### config.mk
export PLATFORM = sky130hd
export DESIGN_NAME = first_fit_segment_allocator
export DESIGN_NICKNAME = d
export VERILOG_FILES = /design/src/design/ffsa_pkg.sv /design/src/design/ffsa_front.sv /design/src/design/ffsa_back.sv /design/src/design/first_fit_segment_allocator.sv
export VERILOG_INCLUDE_DIRS = /design/src /design/src/design
export SDC_FILE = /design/constraint.sdc
export NUM_CORES = 2
export LEC_CHECK = 0
export ABC_AREA = 0
export BUFFER_PORTS_ARGS = -buffer_cell sky130_fd_sc_hd__buf_2
export CAP_MARGIN = 20
export CORE_MARGIN = 2
export CORE_UTILIZATION = 62
export DETAILED_ROUTE_END_ITERATION = 16
export GPL_ROUTABILITY_DRIVEN = 0
export HOLD_SLACK_MARGIN = 0.03
export PLACE_DENSITY = 0.81
export SLEW_MARGIN = 20
export SYNTH_ARGS = -nofsm -noshare
export SYNTH_HDL_FRONTEND = slang
export SYNTH_SLANG_ARGS = --single-unit
### constraint.sdc
create_clock -name clk -period 7.14 [get_ports clk]
set_clock_uncertainty 0.15 [all_clocks]
set_input_delay 2.142 -clock clk [delete_from_list [all_inputs] [get_ports clk]]
set_output_delay 2.142 -clock clk [all_outputs]
set_load 0.1 [all_outputs]
### src/design/first_fit_segment_allocator_macros.svh
// assertion macros for the first-fit segment allocator
// used by the top level only, no other dependencies
`ifndef FIRST_FIT_SEGMENT_ALLOCATOR_MACROS_SVH
`define FIRST_FIT_SEGMENT_ALLOCATOR_MACROS_SVH

// same-cycle implication, sampled on clk, off during reset
`define FFSA_ASSERT_NOW(name, ante, cons) \
    name: assert property (@(posedge clk) disable iff (!rst_n) (ante) |-> (cons)) \
        else $error("ffsa check failed");

// next-cycle implication, sampled on clk, off during reset
`define FFSA_ASSERT_NEXT(name, ante, cons) \
    name: assert property (@(posedge clk) disable iff (!rst_n) (ante) |=> (cons)) \
        else $error("ffsa check failed");

`endif

### src/design/ffsa_pkg.sv
// shared types and constants of the first-fit segment allocator
// no dependencies
package ffsa_pkg;

    localparam int MEMORY_BYTES = 65536;
    localparam int MAX_SEGMENTS = 64;
    localparam int OFF_W        = 16;
    localparam int LEN_W        = 17;
    localparam int IDX_W        = $clog2(MAX_SEGMENTS);
    localparam int CNT_W        = $clog2(MAX_SEGMENTS + 1);

    localparam logic [LEN_W-1:0] MEM_LEN = LEN_W'(MEMORY_BYTES);
    localparam logic [CNT_W-1:0] MAX_CNT = CNT_W'(MAX_SEGMENTS);

    typedef enum logic [2:0] {
        ST_OK       = 3'd0,
        ST_ZERO     = 3'd1,
        ST_NOSPACE  = 3'd2,
        ST_RANGE    = 3'd3,
        ST_DOUBLE   = 3'd4,
        ST_NOTFOUND = 3'd5,
        ST_FULL     = 3'd6
    } ffsa_status_t;

    typedef enum logic [1:0] {
        CL_RUN,
        CL_ZERO,
        CL_RANGE,
        CL_NOSPACE
    } ffsa_class_t;

    typedef enum logic {
        CMD_ALLOC = 1'b0,
        CMD_FREE  = 1'b1
    } ffsa_cmd_t;

    typedef struct packed {
        ffsa_cmd_t         cmd;
        logic [LEN_W-1:0]  size;
        logic [OFF_W-1:0]  offset;
        ffsa_class_t       cls;
    } ffsa_item_t;

    typedef struct packed {
        logic [OFF_W-1:0] start;
        logic [LEN_W-1:0] len;
        logic             free;
    } ffsa_seg_t;

    typedef enum logic [3:0] {
        S_INIT,
        S_IDLE,
        S_SCAN_RD,
        S_SCAN_CHK,
        S_OPEN_RD,
        S_OPEN_WR,
        S_SPLIT_WR,
        S_SPLIT_WR2,
        S_FN_RD,
        S_FN_CHK,
        S_FP_RD,
        S_FP_CHK,
        S_RM_RD,
        S_RM_WR,
        S_DONE
    } ffsa_state_t;

endpackage

### src/design/ffsa_front.sv
// front part: accepts command words, classifies them, two-entry queue
// depends on ffsa_pkg
module ffsa_front
    import ffsa_pkg::*;
(
    input  logic              clk,
    input  logic              rst_n,
    input  logic              cmd_valid,
    output logic              cmd_stall,
    input  logic              command,
    input  logic [LEN_W-1:0]  request_size,
    input  logic [OFF_W-1:0]  block_offset,
    output logic              q_valid,
    output ffsa_item_t        q_item,
    input  logic              q_pop
);

    ffsa_item_t  q_mem_reg [2];
    logic        wr_ptr_reg, wr_ptr_next;
    logic        rd_ptr_reg, rd_ptr_next;
    logic [1:0]  q_cnt_reg, q_cnt_next;
    ffsa_item_t  new_item;
    logic        push;
    logic        pop;

    // early classification of cases that need no table walk
    always_comb
    begin
        new_item.cmd    = ffsa_cmd_t'(command);
        new_item.size   = request_size;
        new_item.offset = block_offset;
        new_item.cls    = CL_RUN;
        if (new_item.cmd == CMD_ALLOC)
        begin
            if (request_size == '0)
                new_item.cls = CL_ZERO;
            else if (request_size > MEM_LEN)
                new_item.cls = CL_NOSPACE;
        end
        else if ({1'b0, block_offset} >= MEM_LEN)
        begin
            new_item.cls = CL_RANGE;
        end
    end

    assign cmd_stall = (q_cnt_reg == 2'd2);
    assign push      = cmd_valid && !cmd_stall;
    assign pop       = q_pop && q_valid;
    assign q_valid   = (q_cnt_reg != 2'd0);
    assign q_item    = q_mem_reg[rd_ptr_reg];

    always_comb
    begin
        wr_ptr_next = push ? ~wr_ptr_reg : wr_ptr_reg;
        rd_ptr_next = pop ? ~rd_ptr_reg : rd_ptr_reg;
        q_cnt_next  = q_cnt_reg + 2'(push) - 2'(pop);
    end

    always_ff @(posedge clk or negedge rst_n)
    begin
        if (!rst_n)
        begin
            wr_ptr_reg <= 1'b0;
            rd_ptr_reg <= 1'b0;
            q_cnt_reg  <= 2'd0;
        end
        else
        begin
            wr_ptr_reg <= wr_ptr_next;
            rd_ptr_reg <= rd_ptr_next;
            q_cnt_reg  <= q_cnt_next;
        end
    end

    always_ff @(posedge clk)
    begin
        if (push)
            q_mem_reg[wr_ptr_reg] <= new_item;
    end

endmodule

### src/design/ffsa_back.sv
// back part: segment table memory, search and shift sequencer, result register
// depends on ffsa_pkg
module ffsa_back
    import ffsa_pkg::*;
(
    input  logic              clk,
    input  logic              rst_n,
    input  logic              q_valid,
    input  ffsa_item_t        q_item,
    output logic              q_pop,
    output logic              res_valid,
    input  logic              res_stall,
    output logic [2:0]        status,
    output logic [OFF_W-1:0]  alloc_offset,
    output logic [CNT_W-1:0]  seg_count
);

    ffsa_seg_t    seg_mem [MAX_SEGMENTS];
    ffsa_seg_t    rd_data_reg;

    ffsa_state_t  state_reg, state_next;
    ffsa_item_t   item_reg, item_next;
    ffsa_seg_t    cur_reg, cur_next;
    logic [CNT_W-1:0] idx_reg, idx_next;
    logic [CNT_W-1:0] k_reg, k_next;
    logic [CNT_W-1:0] cnt_reg, cnt_next;
    logic         last_rm_reg, last_rm_next;
    ffsa_status_t res_st_reg, res_st_next;
    logic [OFF_W-1:0] res_off_reg, res_off_next;
    logic         out_valid_reg;
    ffsa_status_t out_st_reg;
    logic [OFF_W-1:0] out_off_reg;

    logic         mem_we;
    logic [IDX_W-1:0] mem_wa, mem_ra;
    ffsa_seg_t    mem_wd;
    logic         out_load;
    logic         fits, exact, hit;

    assign out_load = (state_reg == S_DONE) && (!out_valid_reg || !res_stall);
    assign fits  = rd_data_reg.free && (rd_data_reg.len >= item_reg.size);
    assign exact = (rd_data_reg.len == item_reg.size);
    assign hit   = ({1'b0, rd_data_reg.start} == {1'b0, item_reg.offset});

    // next state
    always_comb
    begin
        state_next = state_reg;
        case (state_reg)
            S_INIT:
                state_next = S_IDLE;
            S_IDLE:
                if (q_valid)
                    state_next = (q_item.cls == CL_RUN) ? S_SCAN_RD : S_DONE;
            S_SCAN_RD:
                state_next = (idx_reg == cnt_reg) ? S_DONE : S_SCAN_CHK;
            S_SCAN_CHK:
                if (item_reg.cmd == CMD_ALLOC)
                begin
                    if (!fits)
                        state_next = S_SCAN_RD;
                    else if (exact || cnt_reg == MAX_CNT)
                        state_next = S_DONE;
                    else
                        state_next = S_OPEN_RD;
                end
                else if (!hit)
                    state_next = S_SCAN_RD;
                else
                    state_next = rd_data_reg.free ? S_DONE : S_FN_RD;
            S_OPEN_RD:
                state_next = (k_reg == idx_reg + 1'b1) ? S_SPLIT_WR : S_OPEN_WR;
            S_OPEN_WR:
                state_next = S_OPEN_RD;
            S_SPLIT_WR:
                state_next = S_SPLIT_WR2;
            S_SPLIT_WR2:
                state_next = S_DONE;
            S_FN_RD:
                state_next = (idx_reg + 1'b1 < cnt_reg) ? S_FN_CHK : S_FP_RD;
            S_FN_CHK:
                state_next = rd_data_reg.free ? S_RM_RD : S_FP_RD;
            S_FP_RD:
                state_next = (idx_reg != '0) ? S_FP_CHK : S_DONE;
            S_FP_CHK:
                state_next = rd_data_reg.free ? S_RM_RD : S_DONE;
            S_RM_RD:
                if (k_reg + 1'b1 < cnt_reg)
                    state_next = S_RM_WR;
                else
                    state_next = last_rm_reg ? S_DONE : S_FP_RD;
            S_RM_WR:
                state_next = S_RM_RD;
            S_DONE:
                if (out_load)
                    state_next = S_IDLE;
            default:
                state_next = S_IDLE;
        endcase
    end

    // datapath and memory controls
    always_comb
    begin
        item_next    = item_reg;
        cur_next     = cur_reg;
        idx_next     = idx_reg;
        k_next       = k_reg;
        cnt_next     = cnt_reg;
        last_rm_next = last_rm_reg;
        res_st_next  = res_st_reg;
        res_off_next = res_off_reg;
        q_pop        = 1'b0;
        mem_we       = 1'b0;
        mem_wa       = idx_reg[IDX_W-1:0];
        mem_wd       = cur_reg;
        mem_ra       = idx_reg[IDX_W-1:0];
        case (state_reg)
            S_INIT:
            begin
                mem_we = 1'b1;
                mem_wa = '0;
                mem_wd = '{start: '0, len: MEM_LEN, free: 1'b1};
            end
            S_IDLE:
            begin
                q_pop        = q_valid;
                item_next    = q_item;
                idx_next     = '0;
                res_off_next = '0;
                case (q_item.cls)
                    CL_ZERO:    res_st_next = ST_ZERO;
                    CL_RANGE:   res_st_next = ST_RANGE;
                    CL_NOSPACE: res_st_next = ST_NOSPACE;
                    default:    res_st_next = ST_OK;
                endcase
            end
            S_SCAN_RD:
            begin
                if (idx_reg == cnt_reg)
                    res_st_next = (item_reg.cmd == CMD_ALLOC) ? ST_NOSPACE : ST_NOTFOUND;
            end
            S_SCAN_CHK:
            begin
                if (item_reg.cmd == CMD_ALLOC)
                begin
                    if (!fits)
                        idx_next = idx_reg + 1'b1;
                    else if (exact)
                    begin
                        mem_we       = 1'b1;
                        mem_wd       = '{start: rd_data_reg.start, len: item_reg.size,
                                         free: 1'b0};
                        res_off_next = rd_data_reg.start;
                    end
                    else if (cnt_reg == MAX_CNT)
                        res_st_next = ST_FULL;
                    else
                    begin
                        cur_next = rd_data_reg;
                        k_next   = cnt_reg;
                    end
                end
                else if (!hit)
                    idx_next = idx_reg + 1'b1;
                else if (rd_data_reg.free)
                    res_st_next = ST_DOUBLE;
                else
                    cur_next = '{start: rd_data_reg.start, len: rd_data_reg.len,
                                 free: 1'b1};
            end
            S_OPEN_RD:
            begin
                mem_ra = IDX_W'(k_reg - 1'b1);
            end
            S_OPEN_WR:
            begin
                mem_we = 1'b1;
                mem_wa = k_reg[IDX_W-1:0];
                mem_wd = rd_data_reg;
                k_next = k_reg - 1'b1;
            end
            S_SPLIT_WR:
            begin
                // remainder goes right after the granted segment
                mem_we = 1'b1;
                mem_wa = IDX_W'(idx_reg + 1'b1);
                mem_wd = '{start: OFF_W'(cur_reg.start + item_reg.size[OFF_W-1:0]),
                           len: cur_reg.len - item_reg.size, free: 1'b1};
            end
            S_SPLIT_WR2:
            begin
                mem_we       = 1'b1;
                mem_wd       = '{start: cur_reg.start, len: item_reg.size, free: 1'b0};
                cnt_next     = cnt_reg + 1'b1;
                res_off_next = cur_reg.start;
            end
            S_FN_RD:
            begin
                mem_ra = IDX_W'(idx_reg + 1'b1);
                if (!(idx_reg + 1'b1 < cnt_reg))
                    mem_we = 1'b1;
            end
            S_FN_CHK:
            begin
                mem_we = 1'b1;
                if (rd_data_reg.free)
                begin
                    mem_wd       = '{start: cur_reg.start,
                                     len: cur_reg.len + rd_data_reg.len, free: 1'b1};
                    cur_next     = mem_wd;
                    k_next       = idx_reg + 1'b1;
                    last_rm_next = 1'b0;
                end
            end
            S_FP_RD:
            begin
                mem_ra = IDX_W'(idx_reg - 1'b1);
            end
            S_FP_CHK:
            begin
                if (rd_data_reg.free)
                begin
                    mem_we       = 1'b1;
                    mem_wa       = IDX_W'(idx_reg - 1'b1);
                    mem_wd       = '{start: rd_data_reg.start,
                                     len: rd_data_reg.len + cur_reg.len, free: 1'b1};
                    k_next       = idx_reg;
                    last_rm_next = 1'b1;
                end
            end
            S_RM_RD:
            begin
                mem_ra = IDX_W'(k_reg + 1'b1);
                if (!(k_reg + 1'b1 < cnt_reg))
                    cnt_next = cnt_reg - 1'b1;
            end
            S_RM_WR:
            begin
                mem_we = 1'b1;
                mem_wa = k_reg[IDX_W-1:0];
                mem_wd = rd_data_reg;
                k_next = k_reg + 1'b1;
            end
            default:
            begin
            end
        endcase
    end

    always_ff @(posedge clk)
    begin
        if (mem_we)
            seg_mem[mem_wa] <= mem_wd;
        rd_data_reg <= seg_mem[mem_ra];
    end

    always_ff @(posedge clk or negedge rst_n)
    begin
        if (!rst_n)
        begin
            state_reg     <= S_INIT;
            cnt_reg       <= CNT_W'(1);
            out_valid_reg <= 1'b0;
        end
        else
        begin
            state_reg <= state_next;
            cnt_reg   <= cnt_next;
            if (out_load)
                out_valid_reg <= 1'b1;
            else if (!res_stall)
                out_valid_reg <= 1'b0;
        end
    end

    always_ff @(posedge clk)
    begin
        item_reg    <= item_next;
        cur_reg     <= cur_next;
        idx_reg     <= idx_next;
        k_reg       <= k_next;
        last_rm_reg <= last_rm_next;
        res_st_reg  <= res_st_next;
        res_off_reg <= res_off_next;
        if (out_load)
        begin
            out_st_reg  <= res_st_reg;
            out_off_reg <= (res_st_reg == ST_OK) ? res_off_reg : '0;
        end
    end

    assign res_valid    = out_valid_reg;
    assign status       = out_st_reg;
    assign alloc_offset = out_off_reg;
    assign seg_count    = cnt_reg;

endmodule

### src/design/first_fit_segment_allocator.sv
// top level of the first-fit segment allocator with coalescing
// depends on ffsa_pkg, ffsa_front, ffsa_back and the assertion macros
//
//  channel  | handshake            | word
//  ---------+----------------------+-----------------------------------------
//  cmd      | cmd_valid/cmd_stall  | command, request_size, block_offset
//  res      | res_valid/res_stall  | status, alloc_offset
//
// work: a word walks the table entries in the first-fit or offset search,
//   and moves entries when a split opens or a merge closes a slot
// rejected words (zero size, too large, out of range) skip the table walk
// reset: the init state writes table entry 0, then words flow
// stalls: the front queues two words while the back works; res_stall holds
//   the result register and the back waits before loading the next result
`include "first_fit_segment_allocator_macros.svh"
module first_fit_segment_allocator
    import ffsa_pkg::*;
(
    input  logic              clk,
    input  logic              rst_n,
    input  logic              cmd_valid,
    output logic              cmd_stall,
    input  logic              command,
    input  logic [LEN_W-1:0]  request_size,
    input  logic [OFF_W-1:0]  block_offset,
    output logic              res_valid,
    input  logic              res_stall,
    output logic [2:0]        status,
    output logic [OFF_W-1:0]  alloc_offset
);

    // queue between front and back
    logic        q_valid;
    logic        q_pop;
    ffsa_item_t  q_item;
    // live segment count, watched by the checks below
    logic [CNT_W-1:0] seg_count;

    ffsa_front u_front (
        .clk          (clk),
        .rst_n        (rst_n),
        .cmd_valid    (cmd_valid),
        .cmd_stall    (cmd_stall),
        .command      (command),
        .request_size (request_size),
        .block_offset (block_offset),
        .q_valid      (q_valid),
        .q_item       (q_item),
        .q_pop        (q_pop)
    );

    ffsa_back u_back (
        .clk          (clk),
        .rst_n        (rst_n),
        .q_valid      (q_valid),
        .q_item       (q_item),
        .q_pop        (q_pop),
        .res_valid    (res_valid),
        .res_stall    (res_stall),
        .status       (status),
        .alloc_offset (alloc_offset),
        .seg_count    (seg_count)
    );

    // table never empties and never outgrows its storage
    `FFSA_ASSERT_NOW(a_count_range, 1'b1, (seg_count != '0) && (seg_count <= MAX_CNT))
    // a failed result carries no offset
    `FFSA_ASSERT_NOW(a_offset_zero, res_valid && (status != ST_OK), alloc_offset == '0)
    // the back only pops a word that the queue holds
    `FFSA_ASSERT_NOW(a_pop_valid, q_pop, q_valid)

endmodule
Word-level counts from Yosys, hierarchy flattened --
Memory sizes are Yosys's and may differ from the RTL's. A register that Yosys moved wholly into a read port is not among the register bits. Index checks and enable logic that the tools add are counted.
Operators by class: reductions and logical operators 32, multiplexer cells 79, bitwise logic cells 2, add/sub/neg operators 11, $lt $le $gt $ge 4, equality and inequality tests 44
Operators with widths (number):
- 34-bit 2-to-1 mux | 10
- 34-bit one-hot mux with 7 select lines | 1
- 7-bit 2-to-1 mux | 10
- 34-bit one-hot mux with 2 select lines | 1
- 4-bit one-hot mux with 14 select lines | 1
- 16-bit 2-to-1 mux | 3
- 16-bit one-hot mux with 3 select lines | 1
- 6-bit one-hot mux with 4 select lines | 2
- 3-bit 2-to-1 mux | 12
- 4-bit 2-to-1 mux | 9
- 7-bit one-hot mux with 5 select lines | 1
- 4-bit == test, second input constant | 7
- 7-bit one-hot mux with 2 select lines | 2
- 7-bit by 1-bit adder with 7-bit output, second input constant | 3
- 18-bit 2-to-1 mux | 1
- 17-bit adder | 1
- 17-bit == test | 1
- 17-bit greater-or-equal comparator | 1
- 17-bit > comparator, second input constant | 1
- 17-bit logical NOT | 1
- 17-bit subtractor | 1
- 16-bit adder | 1
- 16-bit == test | 1
- 4-bit by 3-bit == test with 1-bit output, second input constant | 4
- other kinds (41) | 96
Storage, ports and cells: output and inout bits 21, RAM bits 2248, memories kept 2, bits of input ports 38, register bits 137, word-level logic and storage cells 193
Memory list:
- u_back.seg_mem | depth 64, bits a word 34, rd ports 1, clocked after Yosys merged registers in 1, wr ports 1, RTL line ffsa_back.sv:18 | ffsa_seg_t seg_mem [MAX_SEGMENTS];
- u_front.q_mem_reg | depth 2, bits a word 36, rd ports 1, clocked after Yosys merged registers in 0, wr ports 1, RTL line ffsa_front.sv:18 | ffsa_item_t q_mem_reg [2];

Longest topological paths before layout --
depth after elaboration 7, depth in mapped cells 16, depth with buffers taken out 13

Modules after synthesis --
Synthesis repeated with hierarchy kept, for this count alone.
Unflattened totals: cells, all modules 7843, area total of the unflattened synthesis 100806.7 um^2
Modules (own cells, without submodules):
- ffsa_back | area each 97828.8 um^2, cells an instance 7705, instances 1, seq. area each 69958.3 um^2
- ffsa_front | area each 2977.9 um^2, cells an instance 138, instances 1, seq. area each 2262.2 um^2

Worst setup path after synthesis --
No wires, ideal clock.
path type reg2reg, start point register u_back.cur_reg[8] in the netlist's numbering, end point memory u_back.seg_mem[0][15] in the netlist's numbering (data pin), required time 6268 ps, path buffers 0, cell stages (with the launch flop) 11, library setup time 722 ps, arrival time 4944 ps, period minus slack after synthesis 5816 ps, setup slack 1324 ps, cells stage by stage edfxtp_1 ha_1 a21o_1 or3_1 o2111ai_1 a21oi_1 or3_1 a21oi_1 xor2_1 o21ai_0 a21boi_0
RTL lines:
- from (decl) | RTL line ffsa_back.sv:23 | ffsa_seg_t cur_reg, cur_next;
- from (signal assigned) | RTL line ffsa_back.sv:280 | cur_reg <= cur_next;
- to (decl) | RTL line ffsa_back.sv:18

Final worst setup path --
start point register u_back.state_reg[3], end point register u_back.rd_data_reg[7] (netlist name)
On the way: word-level cells in the longest chain between the ends 2, elaborated cells between the ends (all ways) 5, those cells by class eq/ne: 4; mux: 1
RTL lines:
- from (decl) | RTL line ffsa_back.sv:21 | ffsa_state_t state_reg, state_next;
- from (signal assigned) | RTL line ffsa_back.sv:268 | state_reg <= state_next;
- 4-bit == test / 4-bit by 3-bit == test with 1-bit output (equally long branches) | RTL line ffsa_back.sv:118 | case (state_reg)
- 6-bit one-hot mux with 4 select lines (*) | RTL line ffsa_back.sv:118
Every way passes the cells marked *; elsewhere a longest branch is shown, timed or not. A chain may end at the register's enable or synchronous reset.

==> results.cfg <==
[clock_tree]
cts_tree = yes
root_buffer = clkbuf_16
htree_levels = 4
cts.sinks = 2419
cts.path.max_buffers = 3
insertion_delay_ns = 0.89
clk_pin_slew_ns = 0.07
cts_made_buffers = 226
cts_resized = 0
cts_setup_buffers = 0
ctsHoldBuffers = 0

[synthesis]
synth_edf_count = 2369
synth_warnings = 0
synth-main-ff-cell = edfxtp_1
synth_area_sq_um = 101500
ys_ff_latch = 2419
synth_area_leaders = edfxtp_1, mux2i_1, nand2_1
ys_types = 80
yosysTopAreaCell = edfxtp_1
synth_top_area_share_pct = 70.10
ys_seq_area_share_pct = 71.16
syn_avg_cell_area_sq_um = 14.53
ys_async_sr_fraction_pct = 0.6614
synth_nets = 7116
postSynthCellCount = 6984

[route]
wire_per_inst_microns = 28.69
postRouteAntennaNets = 0
drcViolationCount = 0
vias_per_cell = 6.796
via_count = 63663
dr.pass1.iters = 10
wl_microns = 268800
initialDrtViolationCount = 11168

[placed_design]
place_inst = 8937
dpl.hpwl_microns = 155900
port_buffers = 58

[critical_path]
worstPathMaxFanout = 35
critPathKind = reg2reg
startpoint_type = flop
crit_arrival_ns = 6.34
endpoint_kind = flop
cp.required_ns = 7.59

[die]
die_h_microns = 408.6
die_w_microns = 408.6
core_area_sq_um = 162600
ios = 59
die_area_sq_um = 166900
core.rowCount = 148
start_util_pct = 62.42

[layout]
layout-drive-gt1-share_pct = 10.18
fillers = 9997
multi_input_area_sq_um = 27630
area_delta_synth_final_pct = 11.07
finalNonFillerCells = 9368
finalNetCount = 7130
regArea_sq_um = 72220
fin_util_pct = 69.33
largest_reg_flops = 2176

[run_status]
status = finished, final reports clean

[power]
p_per_area_nw_per_um2 = 246.2
vdd_drop_max_mv = 0.2781
power_leakage_uw = 0.03374

[min_path]
hold_path_class = reg2reg

[sta]
fin_tns_setup_ns = 0
grt_setup_unrepaired = no
worst_slew_pin_slew_ns = 1.237
setup_viol = 0
max_freq_ghz = 0.1697
relSlewSlack_pct = 16.99
post-route-period-util_pct = 82.52
finalHoldViolations = 0
slew_violations = 0
min_period_ns = 5.892

[global_route]
grt_pass1_vias = 61433
grt_pass1_wl_microns = 393100
grt_max_degree = 163
grt_remaining_overflow = 0
grt.total_usage_pct = 31.69
grt_antenna_before_repair = 6

[job]
cap_violations = 0
==> report_power, final <==
group / switching, uW / total [uW] / internal (uW)
sequential: 28.0 / 15500 / 15500
clock: 5330 / 12000 / 6710
combinational: 144 / 207 / 63.5
total: 5510 / 27800 / 22300
==> Yosys cell counts, drive strengths merged (58+ instances only) <==
master,n
nand2,1234
a311o,137
nor2,150
o21ai,84
buf,256
a31o,69
a211oi,352
ha,90
nand3,160
inv,63
a31oi,77
mux2i,603
and2,309
o211ai,121
a311oi,102
a21oi,68
edfxtp,2369
clkbuf,206
xnor2,58
==> logic make-up (layout without fill, tap and decap cells) <==
family / count (synthesis) / after routing / synth area share (%)
fa+ha+maj: 94 / 94 / 1.188
buf+inv: 526 / 734 / 2.408
flops: 2419 / 2419 / 71.16
compound gates: 1250 / 1250 / 9.584
other cells: 0 / 1 / 0
simple gates: 1960 / 1960 / 8.470
mux: 641 / 641 / 6.369
xor+xnor: 94 / 94 / 0.8186
==> cell usage in the layout, fill, tap and decap left out, types with 13 or more instances in the layout <==
cell,Yosys,routed
a21o_1,19,19
a22o_1,17,17
dfxtp_1,34,34
clkinv_1,1,53
buf_2,174,58
a31o_1,66,66
o221ai_1,40,37
a21oi_1,67,64
clkbuf_1,205,44
a311o_1,137,137
xor2_1,35,35
o21ai_0,79,70
nor2_1,150,81
o211ai_1,121,121
ha_1,90,90
a22oi_1,14,13
nor2b_1,14,14
o21a_1,21,20
edfxtp_1,2369,2369
a311oi_1,102,102
bufinv_16,0,22
nand3_1,159,159
a31oi_1,77,77
inv_1,62,60
clkinv_2,0,41
clkbuf_16,0,226
xnor2_1,58,58
nor3_1,24,22
nor2_4,0,67
and2_1,306,306
buf_12,0,39
mux2_2,38,38
nand2_1,1234,1230
dfrtp_1,15,14
buf_16,0,13
a32oi_1,40,40
a211oi_1,352,351
buf_4,62,137
mux2i_1,603,603
nand4_1,14,14
==> final timing paths <==
check | from | to | slack [ns] | cells after the start
max | u_back.state_reg[3] | u_back.rd_data_reg[7] | 1.25 | 12
min | u_back.res_st_reg[0] | u_back.status[0] | 0.34 | 0
max reg2reg | u_back.state_reg[3] | u_back.rd_data_reg[7] | 1.25 | 12
min reg2reg | u_back.res_st_reg[0] | u_back.status[0] | 0.34 | 0
max in group asynchronous | rst_n | u_back.seg_count[0] | 5.43 | 1
min in group asynchronous | rst_n | u_back.state_reg[3] | 1.05 | 1
==> cell type report <==
class                   instances  share of cell area, %
multi-input cells            4039                  24.51
flip-flops and latches       2419                  64.07
repair buffers                248                  2.190
diodes                          1               0.002220
inverters                      64                 0.2131
clock inverters               147                  1.376
clock buffers                 275                  5.224
well taps                    2175                  2.414
==> layer usage <==
| layer | track usage (%) | up-vias | wire, microns |
|---|---|---|---|
| li1 | - | 26885 | - |
| met1 | 43.70 | 31252 | 97950 |
| met2 | 47.76 | 4777 | 121700 |
| met3 | 7.331 | 745 | 34430 |
| met4 | 16.01 | 4 | 14730 |
| met5 | 0 | - | 26 |
==> critical path, stage by stage, from the launching register on <==
cell and delay (ns):
dfrtp_1 1.10, or2_1 0.45, a21oi_2 0.16, a221oi_4 0.50, buf_6 0.27, buf_4 0.17
buf_4 0.37, mux2i_1 0.31, mux2i_1 0.12, mux2i_1 0.38, mux2i_1 0.27, a32oi_1 0.75
o221ai_1 0.54
==> stage by stage <==
stage	hold slack [ns]	cell area [sq um]	power [uW]	setup slack [ns]
2_1_floorplan	0.2774	101500	15920	1.324
3_3_place_gp	0.2948	104500	16000	1.351
3_5_place_dp	0.2894	105100	16000	1.204
4_1_cts	0.3071	112600	27770	1.109
5_1_grt	0.3477	112700	28320	1.283
6_report	0.3374	112700	27760	1.248
Power figures use the tool's default switching activity.
